### src/rtl/core/btlv_pkg.sv
package btlv_pkg;

    localparam int MAX_LENGTH_BYTES = 4;
    localparam int NUM_ALIAS_TAGS   = 4;
    localparam int FIFO_DEPTH       = 4;
    localparam int FIFO_PTR_W       = $clog2(FIFO_DEPTH);
    localparam int FIFO_CNT_W       = $clog2(FIFO_DEPTH + 1);

    localparam logic [4:0] TAG_MORE_MASK = 5'h1F;

    // configuration register indexes
    localparam logic [2:0] REG_MATCH_TAG_0     = 3'd0;
    localparam logic [2:0] REG_MATCH_TAG_1     = 3'd1;
    localparam logic [2:0] REG_MATCH_TAG_2     = 3'd2;
    localparam logic [2:0] REG_MATCH_TAG_3     = 3'd3;
    localparam logic [2:0] REG_MATCH_TAG_COUNT = 3'd4;

    localparam logic [2:0] MATCH_TAG_COUNT_RESET = 3'd1;

    // result kinds
    localparam logic KIND_ELEMENT = 1'b0;
    localparam logic KIND_SUMMARY = 1'b1;

    // summary status codes
    localparam logic [1:0] STATUS_FOUND     = 2'd0;
    localparam logic [1:0] STATUS_NOT_FOUND = 2'd1;
    localparam logic [1:0] STATUS_TRUNCATED = 2'd2;
    localparam logic [1:0] STATUS_MALFORMED = 2'd3;

    typedef struct packed {
        logic        result_kind;
        logic [15:0] element_tag;
        logic [31:0] value_length;
        logic [15:0] element_offset;
        logic [15:0] value_offset;
        logic        tag_matched;
        logic [1:0]  scan_status;
        logic        last_result;
    } btlv_result_t;

endpackage

### src/rtl/core/btlv_parser.sv
module btlv_parser (
    input  logic                  aclk,
    input  logic                  aresetn,
    input  logic                  in_fire,
    input  logic [7:0]            data_byte,
    input  logic                  end_of_buffer,
    input  logic                  cfg_fire,
    input  logic [2:0]            cfg_index,
    input  logic [15:0]           cfg_data,
    output logic                  el_valid,
    output btlv_pkg::btlv_result_t el_result,
    output logic                  sum_valid,
    output btlv_pkg::btlv_result_t sum_result
);
    import btlv_pkg::*;

    typedef enum logic [2:0] {
        PH_TAG1,
        PH_TAG2,
        PH_LEN1,
        PH_LENX,
        PH_VALUE,
        PH_BAD
    } phase_t;

    phase_t      phase_reg, phase_next;
    logic [15:0] tag_reg, tag_next;
    logic [31:0] len_reg, len_next;
    logic [2:0]  lbl_reg, lbl_next;
    logic [31:0] vleft_reg, vleft_next;
    logic [15:0] pos_reg, pos_next;
    logic [15:0] hstart_reg, hstart_next;
    logic [15:0] vstart_reg, vstart_next;
    logic        seen_reg, seen_next;
    logic [15:0] fm_tag_reg, fm_tag_next;
    logic [31:0] fm_len_reg, fm_len_next;
    logic [15:0] fm_hdr_reg, fm_hdr_next;
    logic [15:0] fm_val_reg, fm_val_next;

    logic [15:0] alias_reg [NUM_ALIAS_TAGS];
    logic [2:0]  alias_cnt_reg;

    logic [2:0]  alias_cnt_eff;
    logic        hit;
    logic        done;
    logic [6:0]  len_count;

    assign alias_cnt_eff = (alias_cnt_reg > 3'(NUM_ALIAS_TAGS)) ? 3'(NUM_ALIAS_TAGS)
                                                                : alias_cnt_reg;
    assign len_count = data_byte[6:0];

    always_comb begin
        phase_next  = phase_reg;
        tag_next    = tag_reg;
        len_next    = len_reg;
        lbl_next    = lbl_reg;
        vleft_next  = vleft_reg;
        pos_next    = pos_reg + 16'd1;
        hstart_next = hstart_reg;
        vstart_next = vstart_reg;
        seen_next   = seen_reg;
        fm_tag_next = fm_tag_reg;
        fm_len_next = fm_len_reg;
        fm_hdr_next = fm_hdr_reg;
        fm_val_next = fm_val_reg;
        done        = 1'b0;

        case (phase_reg)
            PH_TAG1: begin
                hstart_next = pos_reg;
                tag_next    = {8'h00, data_byte};
                phase_next  = (data_byte[4:0] == TAG_MORE_MASK) ? PH_TAG2 : PH_LEN1;
            end
            PH_TAG2: begin
                tag_next   = {tag_reg[7:0], data_byte};
                phase_next = PH_LEN1;
            end
            PH_LEN1: begin
                if (data_byte[7]) begin
                    len_next = '0;
                    if (len_count > 7'(MAX_LENGTH_BYTES)) begin
                        phase_next = PH_BAD;
                    end else if (len_count == 7'd0) begin
                        vstart_next = pos_reg + 16'd1;
                        done        = 1'b1;
                    end else begin
                        lbl_next   = len_count[2:0];
                        phase_next = PH_LENX;
                    end
                end else begin
                    len_next    = {24'h0, data_byte};
                    vstart_next = pos_reg + 16'd1;
                    if (data_byte == 8'h00) begin
                        done = 1'b1;
                    end else begin
                        vleft_next = {24'h0, data_byte};
                        phase_next = PH_VALUE;
                    end
                end
            end
            PH_LENX: begin
                len_next = {len_reg[23:0], data_byte};
                lbl_next = lbl_reg - 3'd1;
                if (lbl_reg == 3'd1) begin
                    vstart_next = pos_reg + 16'd1;
                    if (len_next == 32'd0) begin
                        done = 1'b1;
                    end else begin
                        vleft_next = len_next;
                        phase_next = PH_VALUE;
                    end
                end
            end
            PH_VALUE: begin
                vleft_next = vleft_reg - 32'd1;
                if (vleft_reg == 32'd1) begin
                    done = 1'b1;
                end
            end
            default: begin
            end
        endcase

        hit = 1'b0;
        for (int i = 0; i < NUM_ALIAS_TAGS; i++) begin
            if ((3'(i) < alias_cnt_eff) && (alias_reg[i] == tag_next)) begin
                hit = 1'b1;
            end
        end

        el_valid                 = in_fire && done;
        el_result.result_kind    = KIND_ELEMENT;
        el_result.element_tag    = tag_next;
        el_result.value_length   = len_next;
        el_result.element_offset = hstart_next;
        el_result.value_offset   = vstart_next;
        el_result.tag_matched    = hit;
        el_result.scan_status    = STATUS_FOUND;
        el_result.last_result    = !end_of_buffer;

        if (done) begin
            phase_next = PH_TAG1;
            if (hit && !seen_reg) begin
                seen_next   = 1'b1;
                fm_tag_next = tag_next;
                fm_len_next = len_next;
                fm_hdr_next = hstart_next;
                fm_val_next = vstart_next;
            end
        end

        sum_valid              = in_fire && end_of_buffer;
        sum_result.result_kind = KIND_SUMMARY;
        sum_result.last_result = 1'b1;
        if (seen_next) begin
            sum_result.element_tag    = fm_tag_next;
            sum_result.value_length   = fm_len_next;
            sum_result.element_offset = fm_hdr_next;
            sum_result.value_offset   = fm_val_next;
            sum_result.tag_matched    = 1'b1;
            sum_result.scan_status    = STATUS_FOUND;
        end else begin
            sum_result.element_tag    = '0;
            sum_result.value_length   = '0;
            sum_result.element_offset = '0;
            sum_result.value_offset   = '0;
            sum_result.tag_matched    = 1'b0;
            if (phase_next == PH_BAD) begin
                sum_result.scan_status = STATUS_MALFORMED;
            end else if (phase_next != PH_TAG1) begin
                sum_result.scan_status = STATUS_TRUNCATED;
            end else begin
                sum_result.scan_status = STATUS_NOT_FOUND;
            end
        end
    end

    always_ff @(posedge aclk) begin
        if (!aresetn || (in_fire && end_of_buffer)) begin
            phase_reg  <= PH_TAG1;
            tag_reg    <= '0;
            len_reg    <= '0;
            lbl_reg    <= '0;
            vleft_reg  <= '0;
            pos_reg    <= '0;
            hstart_reg <= '0;
            vstart_reg <= '0;
            seen_reg   <= 1'b0;
            fm_tag_reg <= '0;
            fm_len_reg <= '0;
            fm_hdr_reg <= '0;
            fm_val_reg <= '0;
        end else if (in_fire) begin
            phase_reg  <= phase_next;
            tag_reg    <= tag_next;
            len_reg    <= len_next;
            lbl_reg    <= lbl_next;
            vleft_reg  <= vleft_next;
            pos_reg    <= pos_next;
            hstart_reg <= hstart_next;
            vstart_reg <= vstart_next;
            seen_reg   <= seen_next;
            fm_tag_reg <= fm_tag_next;
            fm_len_reg <= fm_len_next;
            fm_hdr_reg <= fm_hdr_next;
            fm_val_reg <= fm_val_next;
        end
    end

    always_ff @(posedge aclk) begin
        if (!aresetn) begin
            for (int i = 0; i < NUM_ALIAS_TAGS; i++) begin
                alias_reg[i] <= '0;
            end
            alias_cnt_reg <= MATCH_TAG_COUNT_RESET;
        end else if (cfg_fire) begin
            case (cfg_index)
                REG_MATCH_TAG_0, REG_MATCH_TAG_1,
                REG_MATCH_TAG_2, REG_MATCH_TAG_3: begin
                    alias_reg[cfg_index[1:0]] <= cfg_data;
                end
                REG_MATCH_TAG_COUNT: begin
                    alias_cnt_reg <= cfg_data[2:0];
                end
                default: begin
                end
            endcase
        end
    end

endmodule

### src/rtl/core/btlv_result_fifo.sv
module btlv_result_fifo (
    input  logic                   aclk,
    input  logic                   aresetn,
    input  logic                   wr0_valid,
    input  btlv_pkg::btlv_result_t wr0_data,
    input  logic                   wr1_valid,
    input  btlv_pkg::btlv_result_t wr1_data,
    output logic                   room_for_two,
    output logic                   rd_valid,
    input  logic                   rd_ready,
    output btlv_pkg::btlv_result_t rd_data
);
    import btlv_pkg::*;

    btlv_result_t          mem_reg [FIFO_DEPTH];
    logic [FIFO_PTR_W-1:0] wptr_reg, rptr_reg;
    logic [FIFO_CNT_W-1:0] count_reg;
    logic [FIFO_PTR_W-1:0] wr1_addr;
    logic [FIFO_CNT_W-1:0] push_n;
    logic                  pop;

    assign rd_valid     = (count_reg != '0);
    assign rd_data      = mem_reg[rptr_reg];
    assign room_for_two = (count_reg <= FIFO_CNT_W'(FIFO_DEPTH - 2));
    assign pop          = rd_valid && rd_ready;
    assign wr1_addr     = wptr_reg + FIFO_PTR_W'(wr0_valid);
    assign push_n       = FIFO_CNT_W'(wr0_valid) + FIFO_CNT_W'(wr1_valid);

    always_ff @(posedge aclk) begin
        if (wr0_valid) begin
            mem_reg[wptr_reg] <= wr0_data;
        end
        if (wr1_valid) begin
            mem_reg[wr1_addr] <= wr1_data;
        end
    end

    always_ff @(posedge aclk) begin
        if (!aresetn) begin
            wptr_reg  <= '0;
            rptr_reg  <= '0;
            count_reg <= '0;
        end else begin
            wptr_reg  <= wptr_reg + FIFO_PTR_W'(push_n);
            rptr_reg  <= rptr_reg + FIFO_PTR_W'(pop);
            count_reg <= count_reg + push_n - FIFO_CNT_W'(pop);
        end
    end

endmodule

### src/rtl/core/ber_tlv_scanner_tag_finder.sv
// BER-TLV top-level element scanner with alias tag search.
// Input channel (s_*): one buffer byte per transaction; s_end_of_buffer marks
// the final byte of a buffer, after which offsets restart at zero.
// Result channel (m_*): one result per transaction. A byte that completes an
// element gives an element result; the final byte also gives a summary
// (found / not found / truncated / malformed). m_last_result marks the last
// result caused by a byte.
// Config channel (cfg_*): cfg_index 0..3 write alias tags, 4 writes the alias
// count. cfg_ready is always high; writes take effect on the next byte.
// A byte's results are registered in the result queue before they reach m_*.
// Throughput: one byte per cycle while s_ready is high. The byte is decoded
// in the accepting cycle and its results are written into a four-entry result
// queue; s_ready is high while the queue has room for two results, so the
// input keeps flowing while up to two results wait on a stalled receiver.
// Bytes that cause two results are read out as two result transactions.
// Reset clears the scan state and the queue, alias tags to zero and the
// alias count to one.
module ber_tlv_scanner_tag_finder (
    input  logic        aclk,
    input  logic        aresetn,
    input  logic        s_valid,
    output logic        s_ready,
    input  logic [7:0]  s_data_byte,
    input  logic        s_end_of_buffer,
    output logic        m_valid,
    input  logic        m_ready,
    output logic        m_result_kind,
    output logic [15:0] m_element_tag,
    output logic [31:0] m_value_length,
    output logic [15:0] m_element_offset,
    output logic [15:0] m_value_offset,
    output logic        m_tag_matched,
    output logic [1:0]  m_scan_status,
    output logic        m_last_result,
    input  logic        cfg_valid,
    output logic        cfg_ready,
    input  logic [2:0]  cfg_index,
    input  logic [15:0] cfg_data
);
    import btlv_pkg::*;

    logic         in_fire;
    logic         el_valid;
    logic         sum_valid;
    btlv_result_t el_result;
    btlv_result_t sum_result;
    btlv_result_t out_result;
    logic         room_for_two;

    assign cfg_ready = 1'b1;
    assign s_ready   = room_for_two;
    assign in_fire   = s_valid && s_ready;

    btlv_parser u_parser (
        .aclk          (aclk),
        .aresetn       (aresetn),
        .in_fire       (in_fire),
        .data_byte     (s_data_byte),
        .end_of_buffer (s_end_of_buffer),
        .cfg_fire      (cfg_valid && cfg_ready),
        .cfg_index     (cfg_index),
        .cfg_data      (cfg_data),
        .el_valid      (el_valid),
        .el_result     (el_result),
        .sum_valid     (sum_valid),
        .sum_result    (sum_result)
    );

    btlv_result_fifo u_fifo (
        .aclk         (aclk),
        .aresetn      (aresetn),
        .wr0_valid    (el_valid),
        .wr0_data     (el_result),
        .wr1_valid    (sum_valid),
        .wr1_data     (sum_result),
        .room_for_two (room_for_two),
        .rd_valid     (m_valid),
        .rd_ready     (m_ready),
        .rd_data      (out_result)
    );

    assign m_result_kind    = out_result.result_kind;
    assign m_element_tag    = out_result.element_tag;
    assign m_value_length   = out_result.value_length;
    assign m_element_offset = out_result.element_offset;
    assign m_value_offset   = out_result.value_offset;
    assign m_tag_matched    = out_result.tag_matched;
    assign m_scan_status    = out_result.scan_status;
    assign m_last_result    = out_result.last_result;

endmodule

### config.mk
export PLATFORM = sky130hd
export DESIGN_NAME = ber_tlv_scanner_tag_finder
export DESIGN_NICKNAME = d
export VERILOG_FILES = /design/src/rtl/core/btlv_pkg.sv /design/src/rtl/core/btlv_parser.sv /design/src/rtl/core/btlv_result_fifo.sv /design/src/rtl/core/ber_tlv_scanner_tag_finder.sv
export SDC_FILE = /design/constraint.sdc
export NUM_CORES = 1
export LEC_CHECK = 0
export ABC_CLOCK_PERIOD_IN_PS = 15400
export BUFFER_PORTS_ARGS = -buffer_cell sky130_fd_sc_hd__buf_2
export CAP_MARGIN = 30
export CORE_ASPECT_RATIO = 0.7
export CORE_MARGIN = 5
export CORE_UTILIZATION = 59
export CTS_CLUSTER_DIAMETER = 80
export DETAILED_ROUTE_END_ITERATION = 16
export PLACE_DENSITY = 0.75
export SKIP_LAST_GASP = 1
export SLEW_MARGIN = 15
export SYNTH_ARGS = -nofsm -noshare
export SYNTH_HDL_FRONTEND = slang
export SYNTH_SLANG_ARGS = --single-unit
### constraint.sdc
create_clock -name aclk -period 15.4 [get_ports aclk]
set_input_delay 1.54 -clock aclk [delete_from_list [all_inputs] [get_ports aclk]]
set_output_delay 1.54 -clock aclk [all_outputs]
set_load 0.01 [all_outputs]
==> flow_metrics.tcl, run 1 <==
set metrics [dict create \
    post_cts_resized 0 \
    wl_met3_microns 9690 \
    cts_tree "done" \
    place_congestion 0.945 \
    grt_use_total_pct 29.9 \
    dr.pass1.iters 6 \
    vdd_drop_max_mv 0.0981 \
    vias 23300 \
    arrival_ns 6.34 \
    initial_utilization_pct 59.3 \
    max_cap_violations 0 \
    ctsHtreeMaxLevel 2 \
    rows 69 \
    nFillCells 3775 \
    hold_class "register to register" \
    clkTransAtPathRegs_ns 0.07 \
    first_iter_violations 2932 \
    worstPathMaxFanout 60 \
    final_util_pct 65.7 \
    core_sq_um 50500 \
    dp_slack_ns 8.94 \
    first_global_vias 22300 \
    syn_inst 2856 \
    slew_viol_final 0 \
    finalSetupTns_ns 0 \
    final_cell_mix "nand2_1 (429), edfxtp_1 (396), o21ai_0 (334)" \
    layout_commonest_cell "nand2_1" \
    whs_ns 0.453 \
    grt_overflow 0 \
    clock_latency_ns 0.64 \
    wl_per_cell_microns 23.6 \
    drt-met1-wl_microns 34500 \
    status "finished clean" \
    min_period_ns 6.03 \
    period_share_pct 39.1 \
    required_ns 15.72 \
    clk_path_buf_depth 3 \
    totalWireLength_microns 85000 \
    synth_area_per_cell_sq_um 10.5 \
    clock.fmax_mhz 166 \
    via_per_inst 6.46 \
    setup_slack_ns 9.37 \
    ant_nets 0 \
    place.port_buffers 119 \
    synth_top_flop_cell "edfxtp_1" \
    relSlewSlack_pct 23.3 \
    largest_reg_flops 340 \
    hold_viol 0 \
    cts_buffers 60 \
    post_synth_instance_area_sq_um 30000 \
    synth_nets 2902 \
    ctsHoldBuffers 0 \
    worst_pin_slew_ns 1.14 \
    leakagePower_nw 11.5 \
    crit_type "register to register" \
    cp-start-kind "register" \
    finalPower_mw 4.26 \
    wl_met2_microns 38900 \
    skew_ns 0.0282 \
    routed.top_layer "met4" \
    drive_gt1_share_pct 13.6 \
    area_delta_synth_final_pct 10.8 \
    cts_sinks 629 \
    antenna_found_initial 5 \
    synthDistinctLibCells 74 \
    drc_errors 0 \
    ioPinCount 121 \
    die_w_microns 279 \
    dp.final_hpwl_microns 52200 \
    grt_max_degree 93 \
    setup_viol 0 \
    ys_ff_latch 629 \
    die_h_microns 199 \
    synth_edf_count 396 \
    cp-end-kind "register" \
    final_nets 2925 \
    grt_pass1_wl_microns 130000 \
    p_per_area_nw_per_um2 128 \
    seq_area_frac_synth_pct 55.3 \
    ys.warnings.count 0 \
    async_flop_share_pct 0 \
    postCtsSetupRepairBufs 0 \
    cts.root.buffer_cell "clkbuf_16" \
    die_area_sq_um 55400 \
    rsz0062_at_grt "false" \
]
-- power breakdown --
part	internal (mW)	switching, mW
clock	0.852	0.645
combinational	0.325	0.515
sequential	1.86	0.0626
total	3.04	1.22
-- cell usage after synthesis, drive strengths merged, types with 6 or more instances --
cell type	count	area (sq um)
a22oi	49	368
inv	113	424
a32oi	10	95.1
mux4	85	1910
ha	12	150
nor2b	6	37.5
o21a	6	45.0
nor2	273	1030
nor4	43	282
mux2i	107	1090
buf	47	287
o21ai	372	1860
and2	17	106
nor3	37	185
xor2	22	193
o31ai	12	90.1
a31o	7	61.3
edfxtp	396	11900
nand3	39	195
xnor2	67	587
a211oi	38	285
dfxtp	233	4660
and3	13	81.3
clkbuf	161	608
nand2	434	1630
a31oi	8	95.1
or3	16	100
o211ai	25	188
nand2b	14	87.6
nand4	18	128
a21o	11	82.6
a21oi	99	495
-- kinds of logic (layout without fill, tap and decap cells) --
kind of cell	Yosys count	in the layout	share of synthesized area [%]
buffers and inverters	321	395	4.40
adder cells (fa/ha/maj)	13	13	0.568
flip-flops	629	629	55.3
AO/OA/AOI/OAI	665	665	13.2
XOR/XNOR	89	89	2.60
multiplexers	193	193	10.1
AND/OR/NAND/NOR	945	945	13.9
other	1	2	0.0125
-- worst max-delay path: stages, from the launching register on --
cell	delay [ns]
dfxtp_1	0.38
nor4_1	0.49
nand4b_1	0.46
nor4_1	0.73
a221o_2	0.51
nand2_1	0.19
inv_1	0.18
ha_1	0.33
nor3_1	0.47
nor2_1	0.21
a41oi_4	0.75
buf_4	0.78
o21ai_0	0.22
-- per-stage QoR --
stage,area [sq um],instances
global route,33200,3605
CTS,33000,3596
detailed placement,31000,3483
finish,33200,3605
global placement,30900,3478
floorplan,30000,2856
-- final timing paths --
check                   startpoint                    end  slack [ns]  cells after the start
max          u_parser.vleft_reg[5]  u_fifo.mem_reg[2][41]        9.37                     12
min           u_parser.len_reg[25]   u_parser.len_reg[25]        0.45                      2
max reg2reg  u_parser.vleft_reg[5]  u_fifo.mem_reg[2][41]        9.37                     12
min reg2reg   u_parser.len_reg[25]   u_parser.len_reg[25]        0.45                      2
-- metal layers --
metal	track usage, %	vias up
met5	0	-
met4	8.88	0
met3	5.77	180
met2	46.9	1441
met1	43.2	11300
li1	-	10400
-- cell type report --
| cell class | instances | area [sq um] | area share (%) |
|---|---|---|---|
| clock inverter | 29 | 284 | 0.856 |
| inverter | 113 | 424 | 1.28 |
| sequential | 629 | 16600 | 49.9 |
| tap | 674 | 843 | 2.54 |
| clock buffer | 84 | 1700 | 5.13 |
| multi-input combinational | 1906 | 12200 | 36.8 |
| timing repair buffer | 169 | 1150 | 3.46 |
| antenna | 1 | 2.50 | 0.00754 |
(Power assumes the default switching activity.)
==> run 2: changes to the inputs <==
Settings changed: ABC_CLOCK_PERIOD_IN_PS 15400 to 5900.
Clock period 15.4 ns to 5.9 ns, I/O delays scaled along.
==> flow_metrics.tcl, run 2 (synthesis gave the netlist of run 1 again) <==
set metrics [dict create \
    setup_viol 0 \
    clock_latency_ns 0.63 \
    whs_path_depth 3 \
    dp_slack_ns 0.906 \
    r2r_end "u_fifo.mem_reg[1][60]" \
    post_cts_resized 0 \
    grt_use_total_pct 29.8 \
    min_period_ns 5.20 \
    core_sq_um 50500 \
    cts_tree "done" \
    leakagePower_nw 11.5 \
    worst_pin_slew_ns 0.983 \
    place_congestion 0.941 \
    p_per_area_nw_per_um2 331 \
    layout_commonest_cell "nand2_1" \
    ctsHtreeMaxLevel 2 \
    dr.pass1.iters 7 \
    setup.worst_path.end "u_fifo.mem_reg[1][60]" \
    status "finished clean" \
    hold_class "input pin to register" \
    grt_pass1_wl_microns 130000 \
    die_h_microns 199 \
    postCtsSetupRepairBufs 0 \
    nFillCells 3797 \
    die_w_microns 279 \
    worstPathMaxFanout 53 \
    vias 23200 \
    rsz0062_at_grt "false" \
    relSlewSlack_pct 33.6 \
    area_delta_synth_final_pct 11.1 \
    clock.fmax_mhz 192 \
    met1_usage_pct 42.2 \
    vdd_drop_max_mv 0.272 \
    antenna_found_initial 2 \
    ioPinCount 121 \
    setup_slack_ns 0.698 \
    worstRegToRegCells 13 \
    clkTransAtPathRegs_ns 0.06 \
    rr_startpoint "u_parser.vleft_reg[5]" \
    max_cap_violations 0 \
    cp-end-kind "register" \
    cts.root.buffer_cell "clkbuf_16" \
    finalPower_mw 11.0 \
    dp.final_hpwl_microns 52500 \
    skew_ns 0.0170 \
    whs_ns 0.212 \
    use_met3_pct 6.66 \
    cts_sinks 629 \
    via_per_inst 6.42 \
    crit_type "register to register" \
    largest_reg_flops 340 \
    wl_per_cell_microns 23.4 \
    totalWireLength_microns 84500 \
    final_nets 2935 \
    grt-busiest-layer "met2" \
    drc_errors 0 \
    grt_overflow 0 \
    die_area_sq_um 55400 \
    rows 69 \
    initial_utilization_pct 59.3 \
    ctsHoldBuffers 0 \
    cp-startpoint "u_parser.vleft_reg[5]" \
    slew_viol_final 0 \
    cts_buffers 58 \
    drive_gt1_share_pct 13.9 \
    required_ns 6.23 \
    final_cell_mix "nand2_1 (429), edfxtp_1 (396), o21ai_0 (334)" \
    ant_nets 0 \
    finalSetupTns_ns 0 \
    cp-start-kind "register" \
    first_global_vias 22400 \
    first_iter_violations 3158 \
    grt_max_degree 87 \
    period_share_pct 88.2 \
    hold_viol 0 \
    rrSetupSlack_ns 0.70 \
    clk_path_buf_depth 3 \
    use_met2_pct 47.0 \
    arrival_ns 5.53 \
    place.port_buffers 119 \
]
-- run 2: cell type report --
cell class                      instances  area [sq um]  share of cell area, %
Clock buffer                           79          1670                   5.00
Inverter                              113           424                   1.27
Clock inverter                         31           288                  0.865
Multi-Input combinational cell       1906         12200                   36.7
Sequential cell                       629         16600                   49.8
Timing Repair Buffer                  181          1270                   3.81
Antenna cell                            2          5.00                 0.0150
Tap cell                              674           843                   2.53
-- run 2: stage by stage --
step | utilization [%] | instance area, sq um | std cells
5_1_grt | 65.9 | 33300 | 3615
6_report | 65.9 | 33300 | 3615
3_5_place_dp | 62.0 | 31300 | 3501
2_1_floorplan | - | 30000 | 2856
3_3_place_gp | 61.9 | 31200 | 3498
4_1_cts | 65.8 | 33300 | 3611
-- run 2: layer usage --
metal,routed length (microns),vias up
li1,-,10400
met1,33200,11100
met2,39100,1472
met3,10000,214
met4,2180,0
met5,0,-
-- run 2: worst min-delay path by stage --
stage                           from                         to
3_3_place_gp   u_fifo.mem_reg[3][84]      u_fifo.mem_reg[3][84]
5_1_grt                  cfg_data[0]  u_parser.alias_cnt_reg[0]
2_1_floorplan  u_fifo.mem_reg[2][84]      u_fifo.mem_reg[2][84]
4_1_cts                  cfg_data[0]  u_parser.alias_cnt_reg[0]
3_5_place_dp   u_fifo.mem_reg[2][84]      u_fifo.mem_reg[2][84]
6_report                 cfg_data[0]  u_parser.alias_cnt_reg[0]
-- run 2: power breakdown --
| part | total (mW) | switching (mW) | leakage, nW | internal, mW |
|---|---|---|---|---|
| clock network | 3.87 | 1.68 | 0.950 | 2.19 |
| registers | 5.00 | 0.140 | 5.77 | 4.86 |
| logic | 2.15 | 1.32 | 4.80 | 0.837 |
| total | 11.0 | 3.14 | 11.5 | 7.89 |
-- run 2: worst max-delay path: stages (launching register included) --
cell,delay (ns)
dfxtp_1,0.37
nor4_1,0.51
nand4b_1,0.17
buf_4,0.21
nor4_1,0.66
a221o_2,0.46
nand2_1,0.19
inv_1,0.18
ha_1,0.22
xnor2_1,0.19
nand3_1,0.46
a32oi_4,0.39
buf_4,0.63
o21ai_0,0.24
